### config.mk
export PLATFORM = sky130hd
export DESIGN_NAME = radio_frame_receiver_flat
export DESIGN_NICKNAME = d
export VERILOG_FILES = /design/src/rtl/rfr_pkg.sv /design/src/rtl/rfr_if.sv /design/src/rtl/rfr_deframer.sv /design/src/rtl/radio_frame_receiver.sv /design/src/flat_wrapper.sv
export VERILOG_INCLUDE_DIRS = /design/src /design/src/rtl
export SDC_FILE = /design/constraint.sdc
export NUM_CORES = 1
export LEC_CHECK = 0
export ABC_CLOCK_PERIOD_IN_PS = 8750
export BUFFER_PORTS_ARGS = -buffer_cell sky130_fd_sc_hd__buf_2
export CORE_MARGIN = 5
export CORE_UTILIZATION = 40
export DETAILED_ROUTE_END_ITERATION = 8
export PLACE_DENSITY = 0.65
export SLEW_MARGIN = 25
export SYNTH_ARGS = -nofsm -noshare
export SYNTH_HDL_FRONTEND = slang
export SYNTH_SLANG_ARGS = --single-unit
### constraint.sdc
create_clock -name clk -period 8.75 [get_ports clk]
set_clock_uncertainty 0.05 [all_clocks]
set_input_delay 0.4375 -clock clk [delete_from_list [all_inputs] [get_ports clk]]
set_output_delay 0.4375 -clock clk [all_outputs]
set_load 0.02 [all_outputs]
### src/rtl/assert_macros.svh
// assertion macros shared by the rfr modules
`ifndef ASSERT_MACROS_SVH
`define ASSERT_MACROS_SVH

// same-cycle implication, disabled while in reset
`define RFR_ASSERT_IMPL(label, ante, cons, msg) \
    label: assert property (@(posedge clk) disable iff (!rst_n) (ante) |-> (cons)) \
        else $error(msg);

// next-cycle implication, disabled while in reset
`define RFR_ASSERT_NEXT(label, ante, cons, msg) \
    label: assert property (@(posedge clk) disable iff (!rst_n) (ante) |=> (cons)) \
        else $error(msg);

`endif

### src/rtl/rfr_pkg.sv
// types and constants of the radio frame receiver
package rfr_pkg;

    localparam int unsigned BYTE_W      = 8;
    localparam int unsigned LEN_W       = 4;
    localparam int unsigned POS_W       = 4;
    localparam int unsigned VALUE_W     = 64;
    localparam int unsigned VALUE_BYTES = VALUE_W / BYTE_W;
    localparam int unsigned VB_IDX_W    = $clog2(VALUE_BYTES);
    localparam int unsigned HDR_BYTES   = 5;
    localparam int unsigned CFG_IDX_W   = 2;

    // byte positions after the first start byte
    localparam logic [POS_W-1:0] POS_START2 = POS_W'(0);
    localparam logic [POS_W-1:0] POS_SOURCE = POS_W'(1);
    localparam logic [POS_W-1:0] POS_DEST   = POS_W'(2);
    localparam logic [POS_W-1:0] POS_OBJECT = POS_W'(3);
    localparam logic [POS_W-1:0] POS_LENGTH = POS_W'(4);

    localparam logic STATUS_OK        = 1'b0;
    localparam logic STATUS_CHECK_ERR = 1'b1;

    typedef enum logic [CFG_IDX_W-1:0] {
        CFG_START_BYTE   = 2'd0,
        CFG_OWN_ID       = 2'd1,
        CFG_ACK_CODE     = 2'd2,
        CFG_REQUEST_CODE = 2'd3
    } cfg_index_t;

    typedef struct packed {
        logic [BYTE_W-1:0] start_byte;
        logic [BYTE_W-1:0] own_id;
        logic [BYTE_W-1:0] ack_code;
        logic [BYTE_W-1:0] request_code;
    } rfr_cfg_t;

    typedef struct packed {
        logic               frame_status;
        logic [BYTE_W-1:0]  source_id;
        logic [BYTE_W-1:0]  object_code;
        logic [LEN_W-1:0]   payload_length;
        logic [VALUE_W-1:0] payload_value;
        logic               ack_due;
    } rfr_result_t;

endpackage

### src/rtl/rfr_if.sv
// channel interfaces: received bytes, frame results, register writes

interface rfr_byte_if import rfr_pkg::*; ();
    logic              valid;
    logic              ready;
    logic [BYTE_W-1:0] rx_byte;

    modport source (output valid, output rx_byte, input ready);
    modport sink   (input valid, input rx_byte, output ready);
endinterface

interface rfr_result_if import rfr_pkg::*; ();
    logic               valid;
    logic               ready;
    logic               frame_status;
    logic [BYTE_W-1:0]  source_id;
    logic [BYTE_W-1:0]  object_code;
    logic [LEN_W-1:0]   payload_length;
    logic [VALUE_W-1:0] payload_value;
    logic               ack_due;

    modport source (output valid, output frame_status, output source_id,
                    output object_code, output payload_length,
                    output payload_value, output ack_due, input ready);
    modport sink   (input valid, input frame_status, input source_id,
                    input object_code, input payload_length,
                    input payload_value, input ack_due, output ready);
endinterface

interface rfr_cfg_if import rfr_pkg::*; ();
    logic                 valid;
    logic                 ready;
    logic [CFG_IDX_W-1:0] index;
    logic [BYTE_W-1:0]    data;

    modport source (output valid, output index, output data, input ready);
    modport sink   (input valid, input index, input data, output ready);
endinterface

### src/rtl/rfr_deframer.sv
// frame state and per-byte deframing logic
`include "assert_macros.svh"

module rfr_deframer
    import rfr_pkg::*;
#(
    parameter int unsigned MAX_PAYLOAD = 9
)
(
    input  logic              clk,
    input  logic              rst_n,
    input  logic              step,
    input  logic [BYTE_W-1:0] rx_data,
    input  rfr_cfg_t          cfg,
    output logic              emit,
    output rfr_result_t       result
);

    logic               busy_reg, busy_next;
    logic [POS_W-1:0]   pos_reg, pos_next;
    logic [BYTE_W-1:0]  src_reg, src_next;
    logic [BYTE_W-1:0]  obj_reg, obj_next;
    logic [LEN_W-1:0]   len_reg, len_next;
    logic [BYTE_W-1:0]  chk_reg, chk_next;
    logic [BYTE_W-1:0]  or_reg, or_next;
    logic [VALUE_W-1:0] acc_reg, acc_next;

    logic [POS_W:0]     pos_ext;
    logic [POS_W:0]     body_end;
    logic [POS_W-1:0]   offset;
    logic               check_ok;

    assign pos_ext  = {1'b0, pos_reg};
    assign body_end = (POS_W+1)'(HDR_BYTES) + {1'b0, len_reg};
    assign offset   = pos_reg - POS_W'(HDR_BYTES);

    always_comb
    begin
        busy_next = busy_reg;
        pos_next  = pos_reg;
        src_next  = src_reg;
        obj_next  = obj_reg;
        len_next  = len_reg;
        chk_next  = chk_reg;
        or_next   = or_reg;
        acc_next  = acc_reg;
        emit      = 1'b0;
        if (!busy_reg)
        begin
            // hunting for the first start byte
            if (rx_data == cfg.start_byte)
            begin
                busy_next = 1'b1;
                pos_next  = '0;
                or_next   = '0;
                acc_next  = '0;
            end
        end
        else
        begin
            pos_next = pos_reg + 1'b1;
            case (pos_reg)
                POS_START2:
                begin
                    if (rx_data != cfg.start_byte)
                    begin
                        busy_next = 1'b0;
                        pos_next  = '0;
                    end
                end
                POS_SOURCE:
                begin
                    src_next = rx_data;
                end
                POS_DEST:
                begin
                    if (rx_data != cfg.own_id)
                    begin
                        busy_next = 1'b0;
                        pos_next  = '0;
                    end
                end
                POS_OBJECT:
                begin
                    obj_next = rx_data;
                    or_next  = rx_data;
                end
                POS_LENGTH:
                begin
                    if (rx_data > BYTE_W'(MAX_PAYLOAD))
                    begin
                        busy_next = 1'b0;
                        pos_next  = '0;
                    end
                    else
                    begin
                        len_next = rx_data[LEN_W-1:0];
                    end
                end
                default:
                begin
                    if (pos_ext < body_end)
                    begin
                        // payload byte: always into the check, first eight into the value
                        or_next = or_reg | rx_data;
                        if (offset < POS_W'(VALUE_BYTES))
                        begin
                            acc_next[BYTE_W*offset[VB_IDX_W-1:0] +: BYTE_W] =
                                acc_reg[BYTE_W*offset[VB_IDX_W-1:0] +: BYTE_W] | rx_data;
                        end
                    end
                    else if (pos_ext == body_end)
                    begin
                        chk_next = rx_data;
                    end
                    else
                    begin
                        // closing byte, value ignored
                        emit      = 1'b1;
                        busy_next = 1'b0;
                        pos_next  = '0;
                    end
                end
            endcase
        end
    end

    always_ff @(posedge clk or negedge rst_n)
    begin
        if (!rst_n)
        begin
            busy_reg <= 1'b0;
            pos_reg  <= '0;
        end
        else if (step)
        begin
            busy_reg <= busy_next;
            pos_reg  <= pos_next;
        end
    end

    always_ff @(posedge clk)
    begin
        if (step)
        begin
            src_reg <= src_next;
            obj_reg <= obj_next;
            len_reg <= len_next;
            chk_reg <= chk_next;
            or_reg  <= or_next;
            acc_reg <= acc_next;
        end
    end

    assign check_ok              = (chk_reg == or_reg);
    assign result.frame_status   = check_ok ? STATUS_OK : STATUS_CHECK_ERR;
    assign result.source_id      = src_reg;
    assign result.object_code    = obj_reg;
    assign result.payload_length = len_reg;
    assign result.payload_value  = acc_reg;
    assign result.ack_due        = check_ok && (obj_reg != cfg.ack_code)
                                   && (obj_reg != cfg.request_code);

    `RFR_ASSERT_IMPL(a_emit_needs_frame, emit, busy_reg, "result raised outside a frame")
    `RFR_ASSERT_NEXT(a_close_goes_idle, step && emit, !busy_reg, "frame still open after close")
    `RFR_ASSERT_IMPL(a_pos_bounded, busy_reg && (pos_reg > POS_LENGTH),
                     pos_ext <= body_end + 1'b1, "byte position ran past the closing byte")

endmodule

### src/rtl/radio_frame_receiver.sv
// top level of the radio frame receiver: input stage, registers, result stage
//
//  channel  modport  payload                                   direction
//  rx       sink     rx_byte                                   bytes in
//  result   source   frame_status, source_id, object_code,     one item per frame
//                    payload_length, payload_value, ack_due
//  cfg      sink     index, data                               register writes
//
// one byte per cycle unless a closing byte waits on a held result: an input register
// feeds the deframing logic, which updates frame state and loads the result register
// a result is presented once its closing byte advances out of the input register
// rst_n is asynchronous and clears frame busy and position, stage valids and registers
// a held result stalls only a closing byte; other bytes keep flowing
// register writes are always taken, one per cycle
`include "assert_macros.svh"

module radio_frame_receiver
    import rfr_pkg::*;
#(
    parameter int unsigned MAX_PAYLOAD = 9
)
(
    input  logic   clk,
    input  logic   rst_n,
    rfr_byte_if.sink     rx,
    rfr_result_if.source result,
    rfr_cfg_if.sink      cfg
);

    rfr_cfg_t          cfg_reg;

    // input stage
    logic              s1_valid_reg, s1_valid_next;
    logic [BYTE_W-1:0] s1_data_reg;

    // result stage
    logic              out_valid_reg, out_valid_next;
    rfr_result_t       out_reg;

    logic              emit;
    rfr_result_t       frame_result;
    logic              out_free;
    logic              advance;
    logic              rx_take;

    // byte in the input stage moves on unless it closes a frame and the
    // result register is still occupied
    assign out_free = !out_valid_reg || result.ready;
    assign advance  = s1_valid_reg && (!emit || out_free);
    assign rx.ready = !s1_valid_reg || advance;
    assign rx_take  = rx.valid && rx.ready;

    assign s1_valid_next  = rx_take || (s1_valid_reg && !advance);
    assign out_valid_next = (advance && emit) || (out_valid_reg && !result.ready);

    always_ff @(posedge clk or negedge rst_n)
    begin
        if (!rst_n)
        begin
            s1_valid_reg  <= 1'b0;
            out_valid_reg <= 1'b0;
        end
        else
        begin
            s1_valid_reg  <= s1_valid_next;
            out_valid_reg <= out_valid_next;
        end
    end

    always_ff @(posedge clk)
    begin
        if (rx_take)
        begin
            s1_data_reg <= rx.rx_byte;
        end
        if (advance && emit)
        begin
            out_reg <= frame_result;
        end
    end

    // configuration registers
    assign cfg.ready = 1'b1;

    always_ff @(posedge clk or negedge rst_n)
    begin
        if (!rst_n)
        begin
            cfg_reg <= '0;
        end
        else if (cfg.valid)
        begin
            case (cfg_index_t'(cfg.index))
                CFG_START_BYTE:   cfg_reg.start_byte   <= cfg.data;
                CFG_OWN_ID:       cfg_reg.own_id       <= cfg.data;
                CFG_ACK_CODE:     cfg_reg.ack_code     <= cfg.data;
                CFG_REQUEST_CODE: cfg_reg.request_code <= cfg.data;
                default:          cfg_reg <= cfg_reg;
            endcase
        end
    end

    // frame state and per-byte decisions
    rfr_deframer #(
        .MAX_PAYLOAD (MAX_PAYLOAD)
    ) u_deframer (
        .clk     (clk),
        .rst_n   (rst_n),
        .step    (advance),
        .rx_data (s1_data_reg),
        .cfg     (cfg_reg),
        .emit    (emit),
        .result  (frame_result)
    );

    assign result.valid          = out_valid_reg;
    assign result.frame_status   = out_reg.frame_status;
    assign result.source_id      = out_reg.source_id;
    assign result.object_code    = out_reg.object_code;
    assign result.payload_length = out_reg.payload_length;
    assign result.payload_value  = out_reg.payload_value;
    assign result.ack_due        = out_reg.ack_due;

    `RFR_ASSERT_NEXT(a_result_loaded, advance && emit, out_valid_reg, "closing byte left no result")
    `RFR_ASSERT_IMPL(a_stall_only_on_close, s1_valid_reg && !advance,
                     emit && out_valid_reg && !result.ready, "input stage stalled without cause")
    `RFR_ASSERT_IMPL(a_ready_when_empty, !s1_valid_reg, rx.ready, "empty input stage refused a byte")

endmodule
### src/flat_wrapper.sv
// flat-port wrapper written by rule: the top's interface ports become plain ports
module radio_frame_receiver_flat import rfr_pkg::*;
#(
    parameter int unsigned MAX_PAYLOAD = 9
)
  (clk, rst_n, rx_valid, rx_rx_byte, rx_ready, result_valid, result_frame_status, result_source_id, result_object_code, result_payload_length, result_payload_value, result_ack_due, result_ready, cfg_valid, cfg_index, cfg_data, cfg_ready);
  rfr_byte_if rx_i ();
  rfr_result_if result_i ();
  rfr_cfg_if cfg_i ();
  input  logic clk;
  input  logic rst_n;
  input wire logic [$bits(rx_i.valid)-1:0] rx_valid;
  input wire logic [$bits(rx_i.rx_byte)-1:0] rx_rx_byte;
  output wire logic [$bits(rx_i.ready)-1:0] rx_ready;
  output wire logic [$bits(result_i.valid)-1:0] result_valid;
  output wire logic [$bits(result_i.frame_status)-1:0] result_frame_status;
  output wire logic [$bits(result_i.source_id)-1:0] result_source_id;
  output wire logic [$bits(result_i.object_code)-1:0] result_object_code;
  output wire logic [$bits(result_i.payload_length)-1:0] result_payload_length;
  output wire logic [$bits(result_i.payload_value)-1:0] result_payload_value;
  output wire logic [$bits(result_i.ack_due)-1:0] result_ack_due;
  input wire logic [$bits(result_i.ready)-1:0] result_ready;
  input wire logic [$bits(cfg_i.valid)-1:0] cfg_valid;
  input wire logic [$bits(cfg_i.index)-1:0] cfg_index;
  input wire logic [$bits(cfg_i.data)-1:0] cfg_data;
  output wire logic [$bits(cfg_i.ready)-1:0] cfg_ready;
  assign rx_i.valid = rx_valid;
  assign rx_i.rx_byte = rx_rx_byte;
  assign rx_ready = rx_i.ready;
  assign result_valid = result_i.valid;
  assign result_frame_status = result_i.frame_status;
  assign result_source_id = result_i.source_id;
  assign result_object_code = result_i.object_code;
  assign result_payload_length = result_i.payload_length;
  assign result_payload_value = result_i.payload_value;
  assign result_ack_due = result_i.ack_due;
  assign result_i.ready = result_ready;
  assign cfg_i.valid = cfg_valid;
  assign cfg_i.index = cfg_index;
  assign cfg_i.data = cfg_data;
  assign cfg_ready = cfg_i.ready;
  radio_frame_receiver #(.MAX_PAYLOAD(MAX_PAYLOAD)) u_core (.clk(clk), .rst_n(rst_n), .rx(rx_i), .result(result_i), .cfg(cfg_i));
endmodule
* Word level (Yosys, flattened, before mapping) *
Index checks and enable logic that the tools add are counted.

operators by class
  add/sub/neg operators = 4
  $lt $le $gt $ge = 3
  equality and inequality tests = 19
  shifts and indexed selects = 3
  multiplexer cells = 31
  bitwise logic cells = 5
  reduce and logical (&&, ||, !) cells = 34

operator list
  kind                                                                      number
  64-bit two-way mux                                                        5
  64-bit bitwise mux                                                        1
  8-bit by 34-bit variable shift with 64-bit output (first input constant)  1
  64-bit by 7-bit variable part select with 8-bit output                    1
  8-bit by 34-bit variable part select with 64-bit output                   1
  6-bit negator with 34-bit output                                          1
  8-bit inequality test                                                     4
  4-bit two-way mux                                                         7
  8-bit two-way mux                                                         3
  8-bit equality test                                                       2
  8-bit bitwise OR                                                          2
  4-bit one-hot mux with 4 select lines                                     1
  8-bit one-hot mux with 2 select lines                                     1
  1-bit two-way mux                                                         12
  2-bit AND reduction                                                       5
  5-bit AND reduction                                                       2
  4-bit by 2-bit equality test with 1-bit output (second input constant)    2
  8-bit by 4-bit > comparator with 1-bit output (second input constant)     1
  4-bit AND reduction                                                       2
  1-bit logical AND                                                         7
  3-bit AND reduction                                                       2
  3-bit by 4-bit adder with 5-bit output (first input constant)             1
  4-bit by 5-bit equality test with 1-bit output                            1
  1-bit logical NOT                                                         5
  other kinds (20)                                                          29

storage, ports and cells
  register bits = 233
  input bits = 23
  output and inout port bits = 89
  word-level logic and storage cells = 120

* Logic depth before layout (Yosys ltp) *
Gate-level depths: netlist of run 1.

  depth after elaboration = 12
  gate-level depth with buffers = 14
  mapped depth without buffers = 9

* Cells and area by module *
From an unflattened synthesis of run 1, not the netlist that was laid out.

second synthesis, totals
  cell total of the unflattened synthesis = 651
  area total of the unflattened synthesis = 10171.0 µm²

by module, submodules not included
  module                times used  cells an instance  area an instance (µm²)  seq. area each (µm²)
  rfr_deframer          1           477                6025.8                  3128.0
  radio_frame_receiver  1           174                4145.2                  3673.5

* Worst setup path before layout of run 1 *
No wires, ideal clock.

  path type = flip-flop to flip-flop
  start point = register u_core.u_deframer.pos_reg[0]
  end point = register u_core.out_reg (netlist bit u_core.result.ack_due) (enable)
  library setup time = 0.531 ns
  arrival = 5.513 ns
  data required time = 8.169 ns
  path slack = 2.656 ns
  cell stages (with the launch flop) = 11
  buffers on the path = 3
  period minus slack after synthesis = 6.094 ns
  path through = dfrtp_1 > buf_6 > buf_12 > buf_6 > inv_1 > ha_1 > nor4_1 > nor3_1 > nor2_1 > nand4_1 > nor2_1

between the ends
  longest elaborated chain between the ends = 9
  elaborated cells between the ends (all ways) = 16
  those cells by class = order compare (1); eq/ne (5); mux (4); reduce/logical (6)

ends and longest elaborated chain
  what                                                                                   line                        RTL
  start: declaration                                                                     rfr_deframer.sv:20          logic [POS_W-1:0] pos_reg, pos_next;
  start signal: assignment                                                               rfr_deframer.sv:138         pos_reg <= pos_next;
  branches (longest 3 deep; another with 4-bit by 5-bit < comparator with 1-bit output)  n/a
  1-bit two-way mux (*)                                                                  rfr_deframer.sv:62          case (pos_reg)
  1-bit two-way mux (*)                                                                  rfr_deframer.sv:48          if (!busy_reg)
  1-bit logical NOT                                                                      radio_frame_receiver.sv:49  assign advance = s1_valid_reg && (!emit || out_free);
  1-bit logical OR                                                                       radio_frame_receiver.sv:49
  1-bit logical AND                                                                      radio_frame_receiver.sv:49
  1-bit logical AND (*)                                                                  radio_frame_receiver.sv:76  if (advance && emit)
  end signal: assignment                                                                 radio_frame_receiver.sv:78  out_reg <= frame_result;
  end: declaration                                                                       radio_frame_receiver.sv:38  rfr_result_t out_reg;

Mark *: on every way between the ends.
A chain may end at the register's enable or synchronous reset.

* Worst setup path after layout of run 1 *
  start point = register u_core.u_deframer.pos_reg[0]
  end point = register u_core.u_deframer.acc_reg[45], data pin

between the ends
  longest elaborated chain between the ends = 9
  elaborated cells between the ends (all ways) = 11
  those cells by class = add/sub (2); shift (3); mux (5); bitwise (1)

ends and longest elaborated chain
  what                                                     line                 RTL
  4-bit by 3-bit subtractor with 4-bit output (*)          rfr_deframer.sv:35   assign offset = pos_reg - POS_W'(HDR_BYTES);
  64-bit by 7-bit variable part select with 8-bit output   rfr_deframer.sv:109  acc_reg[BYTE_W*offset[VB_IDX_W-1:0] +: BYTE_W] | rx_data;
  8-bit bitwise OR                                         rfr_deframer.sv:109
  8-bit by 34-bit variable part select with 64-bit output  rfr_deframer.sv:108  acc_next[BYTE_W*offset[VB_IDX_W-1:0] +: BYTE_W] =
  64-bit bitwise mux (*)                                   rfr_deframer.sv:108
  64-bit two-way mux (*)                                   rfr_deframer.sv:106  if (offset < POS_W'(VALUE_BYTES))
  64-bit two-way mux (*)                                   rfr_deframer.sv:102  if (pos_ext < body_end)
  64-bit two-way mux (*)                                   rfr_deframer.sv:62
  64-bit two-way mux (*)                                   rfr_deframer.sv:48
  end signal: assignment                                   rfr_deframer.sv:151  acc_reg <= acc_next;
  end: declaration                                         rfr_deframer.sv:26   logic [VALUE_W-1:0] acc_reg, acc_next;

Mark *: on every way between the ends. The rest lies on a longest branch, timed or not. The select of a mux whose other input is x is not followed.

==> metrics list, run 1 <==
- Detailed-routing iteration count for the pre-antenna-repair pass: 5
- Count of cells resized by post-cts repair: 0
- Xor/xnor share of the synthesized area: 3.87%
- Final RePlAce weighted congestion: 0.835
- Arrival @ worst endpoint: 4.28 ns
* Global-route wire length before repair: 35000 µm
- Avg Cell Area, Syn: 15.5 µm²
- In this run, synthesis inferred 194 flip-flops with an integrated enable.
- At the pin with the least slew margin, the transition time is 0.927 ns.
- Leaving out fill and tap cells, the most frequent cells in the layout are sky130_fd_sc_hd__edfxtp_1 (194), sky130_fd_sc_hd__buf_2 (110), sky130_fd_sc_hd__nor2_1 (89), sky130_fd_sc_hd__a22oi_1 (48), sky130_fd_sc_hd__dfrtp_1 (39).
* Most common library cell in the layout ignoring fill and taps: sky130_fd_sc_hd__edfxtp_1
- Entering global routing, the biggest net connects 78 pins.
- Port buffering added 110 buffers.
- For this configuration, the core starts out at a cell density of 40.8%.
- DRC violation count after routing: 0
- Max Clock Freq: 252 MHz
* Synth warnings: 0
- In this run the register-to-register setup slack is 4.78 ns.
* Slew headroom: 38.2%
- Status: complete, no violations
- DR iter-0 viols: 663
- Leakage power figure: 4.16 nW
- The clock net in this run drives a total of 233 sinks.
- Of all flip-flops after synthesis, the portion carrying an async set or reset was 16.7%.
- Sequential elements use 68.4% of the synthesized area.
- Synth area leader: sky130_fd_sc_hd__edfxtp_1
- CP startpoint kind: flip-flop
* Horiz. Die Dim: 168 µm
* Signed area change from the synthesized netlist to the final layout: 16.4%
* Top cell type's share of synthesized area: 58.6%
- Adder-cell share of the synthesized area: 1.64%
- The detail route stage leaves a number of antenna-violating nets equal to 0.
* Number of buffers inserted by post-CTS setup repair: 0
- Routed WL: 22100 µm
* H-tree levels: 1
- Slew Limit Fails: 0
- The worst setup path is of the reg -> reg kind.
- Of the cells placed in the final design, the portion with a size suffix greater than 1 is 28.8%.
- Worst reg2reg startpoint: u_core.u_deframer.pos_reg[0]
* GRT Resource Usage Total: 15.5%
- I/O pin count: 112
* FILL cells: 2173
* Total of hold buffers inserted after clock tree synthesis: 0
- STA classifies the critical path endpoint as a flip-flop.
- At the end of the flow, the number of nets in the layout was 796.
- The cell sitting at the root of the clock tree is a sky130_fd_sc_hd__clkbuf_16.
- Most used flip-flop cell after synthesis: sky130_fd_sc_hd__edfxtp_1
* Routed vias/inst: 5.31
- For the worst flop-to-flop path, the logic depth is 10.
- Mapped cell area: 0.00995 mm²
- Utilization of the core after routing: 47.5%
- Along the worst path, the maximum fanout reaches 31.
- Origin of the worst setup path: u_core.u_deframer.pos_reg[0]
- Crit Reg-Reg Endpoint: u_core.u_deframer.acc_reg[45]
- Counting the buffers created by CTS gives 24.
* Aggregate negative setup slack: 0 ns
- No sink is reached through more buffers than the 3 on the longest clock path.
- The die covers 0.0281 mm².
- In this run the worst setup path terminates at u_core.u_deframer.acc_reg[45].
- Multiplexer cells account for 8.24% of the synthesized area.
- Later-pin clock latency in the skew report: 0.52 ns
* Clock transition at the registers of the reported paths: 0.06 ns
* Post-synth net total: 677
- Final min period: 3.97 ns
- Setup repair after global routing missed its margin: false
* Data required time at the worst endpoint: 9.06 ns
* Compound-gate portion of the synthesized area: 7.70%
* Post-synthesis cell count: 641
- In this run the standard cell core region covers 0.0244 mm².
- Initial antenna violation count: 1
* Std-Cell Rows: 57
* Remaining Overflow, GRT: 0
* Largest cells by area after synthesis: sky130_fd_sc_hd__edfxtp_1 (59%), sky130_fd_sc_hd__dfrtp_1 (9.8%), sky130_fd_sc_hd__a22oi_1 (3.6%)
* Seq cells post-synth: 233
* Average wire per cell in the routed design: 20.1 µm
* Die extent in y: 168 µm
- Via count of the first global-routing pass: 5870
* Type of the tightest min-delay check: in -> async
- Routed via count: 5854
* Area share of and/or/nand/nor cells after synthesis: 8.39%
* Power density cells: 236 mW/mm²
- The final hold violation count was 0.
* Number of failing setup endpoints in the final timing report: 0
- Across the run, the number of max-cap violations was 0.
* Largest family of logic cells by synthesized area: simple AND/OR/NAND/NOR gates
- Of the available clock period, the critical path in the final layout requires 45.4%.
- Yosys mapped the design onto 57 distinct sky130hd cell types.
* Final HPWL DP: 14700 µm
- Maximum vdd ir drop: 0.100 mV
* Count of inserted antenna diode cells: 0
* TritonCTS clock tree: yes
## worst max-delay path, stage by stage, from the launching register on
cell and delay (ns):
sky130_fd_sc_hd__dfrtp_1 0.32, sky130_fd_sc_hd__buf_4 0.44, sky130_fd_sc_hd__inv_1 0.22, sky130_fd_sc_hd__ha_1 0.38, sky130_fd_sc_hd__xor2_4 0.63, sky130_fd_sc_hd__ha_1 0.47
sky130_fd_sc_hd__a31oi_4 0.26, sky130_fd_sc_hd__nand2_2 0.19, sky130_fd_sc_hd__nor2_1 0.57, sky130_fd_sc_hd__a22oi_1 0.15, sky130_fd_sc_hd__nor2_1 0.14
## report_power, final
part	internal [W]	switching (W)
Combinational	0.000184	0.000308
Sequential	0.00125	0.0000334
Clock	0.000551	0.000407
## how the worst min path moves through the flow
stage                                  from                    endpoint  slack [ns]  depth (start not counted)
2_1_floorplan                         rst_n           u_core.cfg_reg[0]        0.09                          0
3_3_place_gp   u_core.u_deframer.src_reg[1]  u_core.result.source_id[1]        0.35                          0
3_5_place_dp   u_core.u_deframer.src_reg[7]  u_core.result.source_id[7]        0.36                          0
4_1_cts                               rst_n           u_core.cfg_reg[3]        0.03                          1
5_1_grt                       rx_rx_byte[6]       u_core.s1_data_reg[6]        0.04                          1
6_report                              rst_n           u_core.cfg_reg[7]        0.02                          1
## through the flow
stage	setup WS, ns	total power (W)	hold slack [ns]	instances	area [µm²]
detailed placement	4.53	0.00179	0.358	1058	10800
floorplan	2.66	0.00168	0.0919	641	9950
CTS	4.46	0.00275	0.0281	1102	11600
global route	4.47	0.00285	0.0373	1102	11600
global placement	4.61	0.00179	0.353	1057	10800
finish	4.78	0.00274	0.0157	1102	11600
## cells by family (layout without fill, tap and decap cells)
kind of cell    Yosys count  count (layout)
other cells               1               1
fa+ha+maj                13              13
simple gates            167             167
xor+xnor                 44              44
compound gates           98              98
mux                      56              56
flops                   233             233
buf+inv                  29             166
## Yosys cell counts, types with 2 or more instances
library cell               count
sky130_fd_sc_hd__a211oi_1      7
sky130_fd_sc_hd__a211oi_2     10
sky130_fd_sc_hd__a21o_1        2
sky130_fd_sc_hd__a21oi_1      12
sky130_fd_sc_hd__a22oi_1      48
sky130_fd_sc_hd__and2_1        2
sky130_fd_sc_hd__buf_2         5
sky130_fd_sc_hd__buf_4         3
sky130_fd_sc_hd__buf_6         4
sky130_fd_sc_hd__clkbuf_1      8
sky130_fd_sc_hd__dfrtp_1      39
sky130_fd_sc_hd__edfxtp_1    194
sky130_fd_sc_hd__ha_1         13
sky130_fd_sc_hd__inv_1         7
sky130_fd_sc_hd__mux2_2       32
sky130_fd_sc_hd__mux2i_1       8
sky130_fd_sc_hd__mux4_1        5
sky130_fd_sc_hd__mux4_2       11
sky130_fd_sc_hd__nand2_1      14
sky130_fd_sc_hd__nand2_2       3
sky130_fd_sc_hd__nand2b_1      5
sky130_fd_sc_hd__nand3_1       5
sky130_fd_sc_hd__nand3_2       3
sky130_fd_sc_hd__nand3b_1      2
sky130_fd_sc_hd__nand4_1       7
sky130_fd_sc_hd__nor2_1       91
sky130_fd_sc_hd__nor2_2        3
sky130_fd_sc_hd__nor2b_1      11
sky130_fd_sc_hd__nor3_1        5
sky130_fd_sc_hd__nor4_1        7
sky130_fd_sc_hd__o21ai_0       6
sky130_fd_sc_hd__o22ai_1       2
sky130_fd_sc_hd__xnor2_1      18
sky130_fd_sc_hd__xor2_1       26
## layout make-up
class / count / area, µm² / area share, %
timing repair buffer: 115 / 601 / 5.19
inverter: 7 / 26.3 / 0.227
clock inverter: 12 / 81.3 / 0.702
sequential: 233 / 6800 / 58.7
multi-input combinational: 379 / 3010 / 26.0
clock buffer: 32 / 652 / 5.63
tap: 324 / 405 / 3.50
## layer usage
| metal | GRT usage, % | share of wire, % | up-vias |
|---|---|---|---|
| met1 | 24.0 | 48 | 2922 |
| met3 | 2.85 | 5.9 | 33 |
| met4 | 3.81 | 1.7 | 2 |
| met2 | 22.8 | 45 | 204 |
| li1 | - | - | 2693 |
| met5 | 0 | 0.059 | - |
Note: power is estimated with default switching activity, not from simulation.
==> run 2, diff against run 1 <==
--- a/config.mk
+++ b/config.mk
@@ -6,7 +6,7 @@
 export SDC_FILE = /design/constraint.sdc
 export NUM_CORES = 1
 export LEC_CHECK = 0
-export ABC_CLOCK_PERIOD_IN_PS = 8750
+export ABC_CLOCK_PERIOD_IN_PS = 3800
 export BUFFER_PORTS_ARGS = -buffer_cell sky130_fd_sc_hd__buf_2
 export CORE_MARGIN = 5
 export CORE_UTILIZATION = 40
==> constraint.sdc (replaced) <==
create_clock -name clk -period 3.8 [get_ports clk]
set_clock_uncertainty 0.05 [all_clocks]
set_input_delay 0.19 -clock clk [delete_from_list [all_inputs] [get_ports clk]]
set_output_delay 0.19 -clock clk [all_outputs]
set_load 0.02 [all_outputs]
==> run 2 against run 1 <==
  * Clock power rose to 2.7 times the previous value
  * Via count rose by 2.9%
  * Non-clock buffer count rose by 31
  * Sequential cell count did not move
  * Core utilization rose by 1.9 points
  * Die area did not move
  * Critical path depth fell by 1
  * Sequential power rose by 130%
  * Largest cell class unchanged
==> metrics list, run 2 (same netlist as run 1, synthesis figures left out) <==
- After legalization and detailed placement, the total HPWL measured 15000 µm.
- Final period utilization: 92.5%
- For the pin with the worst max-slew slack, the measured transition is 0.899 ns.
- DR iter-0 viols: 652
* Core Region: 0.0244 mm²
- Status: complete, no violations
- Clock transition at the registers of the reported paths: 0.06 ns
- Power spread over the standard cell area amounts to 560 mW/mm².
* Global-route wire length before repair: 36200 µm
- Leakage power figure: 4.39 nW
- Data required time at the worst endpoint: 3.90 ns
* Number of max-capacitance violations reported: 0
- Cell class contributing the biggest share of worst-path delay: simple AND/OR/NAND/NOR gates
- Following the worst setup path forward leads to its endpoint at u_core.result.payload_value[35].
- In this run the post-CTS setup repair buffer count came out at 0.
- Signed area change from the synthesized netlist to the final layout: 21.0%
- Path type of the worst setup path: reg -> reg
* Routed via count: 6023
* Arrival @ worst endpoint: 3.62 ns
* Largest net degree at the start of global routing: 77
- In this run, post-CTS repair resized a total of 0 instances.
* I/O pin count: 112
* Most repeated library cell on the critical path: sky130_fd_sc_hd__ha_1
- In the routed layout, each cell is associated on average with a via count of 5.30.
* Most common library cell in the layout ignoring fill and taps: sky130_fd_sc_hd__edfxtp_1
- Final min period: 3.52 ns
* Maximum vdd ir drop: 0.315 mV
* Count of inserted antenna diode cells: 0
- Derived from the worst setup path, the maximum achievable clock frequency is 284 MHz.
- Net count reported at finish: 829
* Detailed-routing iteration count for the pre-antenna-repair pass: 5
- The die is 168 µm wide.
- TritonCTS Buffers: 26
- The slowest stage of the critical path belongs to the cell sky130_fd_sc_hd__buf_4.
- After clock tree synthesis, the flow added hold-fix buffers numbering 19.
- The min-delay analysis places its worst path in the category in -> reg.
- The total overflow left after global routing is 0.
- For the worst flop-to-flop path, the logic depth is 9.
- Std-Cell Rows: 57
- Total power for the finished layout comes to 0.00674 W.
- In this run the deepest clock path goes through 3 buffers.
- Initial antenna violation count: 0
* Total stage count of the critical path: 9
- Most frequent cells in the layout: sky130_fd_sc_hd__edfxtp_1 (194), sky130_fd_sc_hd__buf_2 (110), sky130_fd_sc_hd__nor2_1 (89), sky130_fd_sc_hd__a22oi_1 (48), sky130_fd_sc_hd__dfrtp_1 (39)
- Crit Reg-Reg Endpoint: u_core.result.payload_value[35]
- Counting both buffers and inverters, the worst setup path holds a total of 1.
* Clock net sink count: 233
- Die area: 0.0281 mm²
* Reg-to-reg slack, setup: 0.28 ns
- Slew headroom: 40.1%
- Routed WL: 22700 µm
- TritonCTS clock tree: yes
* Aggregate negative setup slack: 0 ns
- Walking the worst path, the cells encountered are ha_1 > xor2_1 > ha_1 > and4b_1 > a211oi_1 > nor2b_1 > nand4_1 > nor2_4 > buf_4.
* FILL cells: 2137
- Of the cells placed in the final design, the portion with a size suffix greater than 1 is 30.4%.
- Effective utilization at floorplan: 40.8%
* IO Port Bufs: 110
- Along the worst path, the maximum fanout reaches 50.
* Number of failing setup endpoints in the final timing report: 0
- In this run the number of H-tree levels came out at 1.
* DRC violation count after routing: 0
* Residual antenna-violating net count after detailed routing: 0
- Setup repair after global routing left no endpoint under its margin.
* Slew Limit Fails: 0
* Root Driver: sky130_fd_sc_hd__clkbuf_16
- Worst reg2reg startpoint: u_core.u_deframer.len_reg[0]
- Average wire per cell in the routed design: 19.9 µm
- Largest stage delay on the critical path: 0.64 ns
* Capturing element type of the critical path: flip-flop
- STA classifies the critical path startpoint as a flip-flop.
- GRT Resource Usage Total: 16.1%
- Die extent in y: 168 µm
- At the later pin of the worst-skew pair, clock insertion delay measures 0.54 ns.
* Origin of the worst setup path: u_core.u_deframer.len_reg[0]
- Final RePlAce weighted congestion: 0.838
- The final hold violation count is 0.
- Via count of the first global-routing pass: 6097
## run 2: cell types whose count changed in the layout (fill, tap and decap cells not counted), moves of 2 or more
cell,previous run,this run
sky130_fd_sc_hd__buf_4,4,15
sky130_fd_sc_hd__bufinv_16,1,4
sky130_fd_sc_hd__clkbuf_1,7,0
sky130_fd_sc_hd__clkbuf_8,0,2
sky130_fd_sc_hd__clkinv_1,5,3
sky130_fd_sc_hd__clkinv_4,0,3
sky130_fd_sc_hd__clkinvlp_4,1,4
sky130_fd_sc_hd__dlygate4sd3_1,0,19
## run 2: how the worst min path moves through the flow
stage | startpoint | to | slack (ns) | depth (start not counted)
2_1_floorplan | rst_n | u_core.cfg_reg[0] | -0.16 | 0
4_1_cts | cfg_index[1] | u_core.cfg_reg[28] | 0.09 | 3
6_report | cfg_index[0] | u_core.cfg_reg[31] | 0.11 | 3
5_1_grt | cfg_index[1] | u_core.cfg_reg[24] | 0.12 | 3
3_5_place_dp | rx_rx_byte[2] | u_core.s1_data_reg[2] | 0.32 | 1
3_3_place_gp | rst_n | u_core.cfg_reg[3] | 0.32 | 1
## run 2: area by class of cell
type	count	area (µm²)	share of cell area [%]
multi-input combinational	379	2990	24.9
sequential	233	6800	56.5
tap	324	405	3.37
clock buffer	28	678	5.63
timing repair buffer	146	901	7.49
clock inverter	20	229	1.90
inverter	7	26.3	0.218
## run 2: through the flow
step                      hold slack [ns]  utilization (%)  instances  worst slack [ns]  instance area, µm²
after detailed placement            0.319             44.8       1070             0.235               10900
final                               0.108             49.3       1137             0.285               12000
after floorplan                    -0.156                -        641            0.0692                9960
after CTS                          0.0929             49.3       1137             0.229               12000
after global placement              0.318             44.7       1069            0.0250               10900
after global routing                0.119             49.3       1137            0.0536               12000
## run 2: where the power goes
part	leakage (nW)	switching (W)	total, W	internal, W
clock	0.435	0.00104	0.00261	0.00157
sequential	2.24	0.0000810	0.00297	0.00288
combinational	1.71	0.000710	0.00116	0.000453
## run 2: tightest hold or removal path, cell delays in order
cell and delay [ns]:
sky130_fd_sc_hd__buf_2 0.11, sky130_fd_sc_hd__nor3b_2 0.11, sky130_fd_sc_hd__mux2_2 0.23
## run 2: routing by layer
layer,up-vias,wire [µm],track usage (%)
li1,2765,-,-
met1,3020,10400,23.9
met2,205,10400,24.9
met3,33,1400,2.71
met4,0,435,3.95
met5,-,0,0
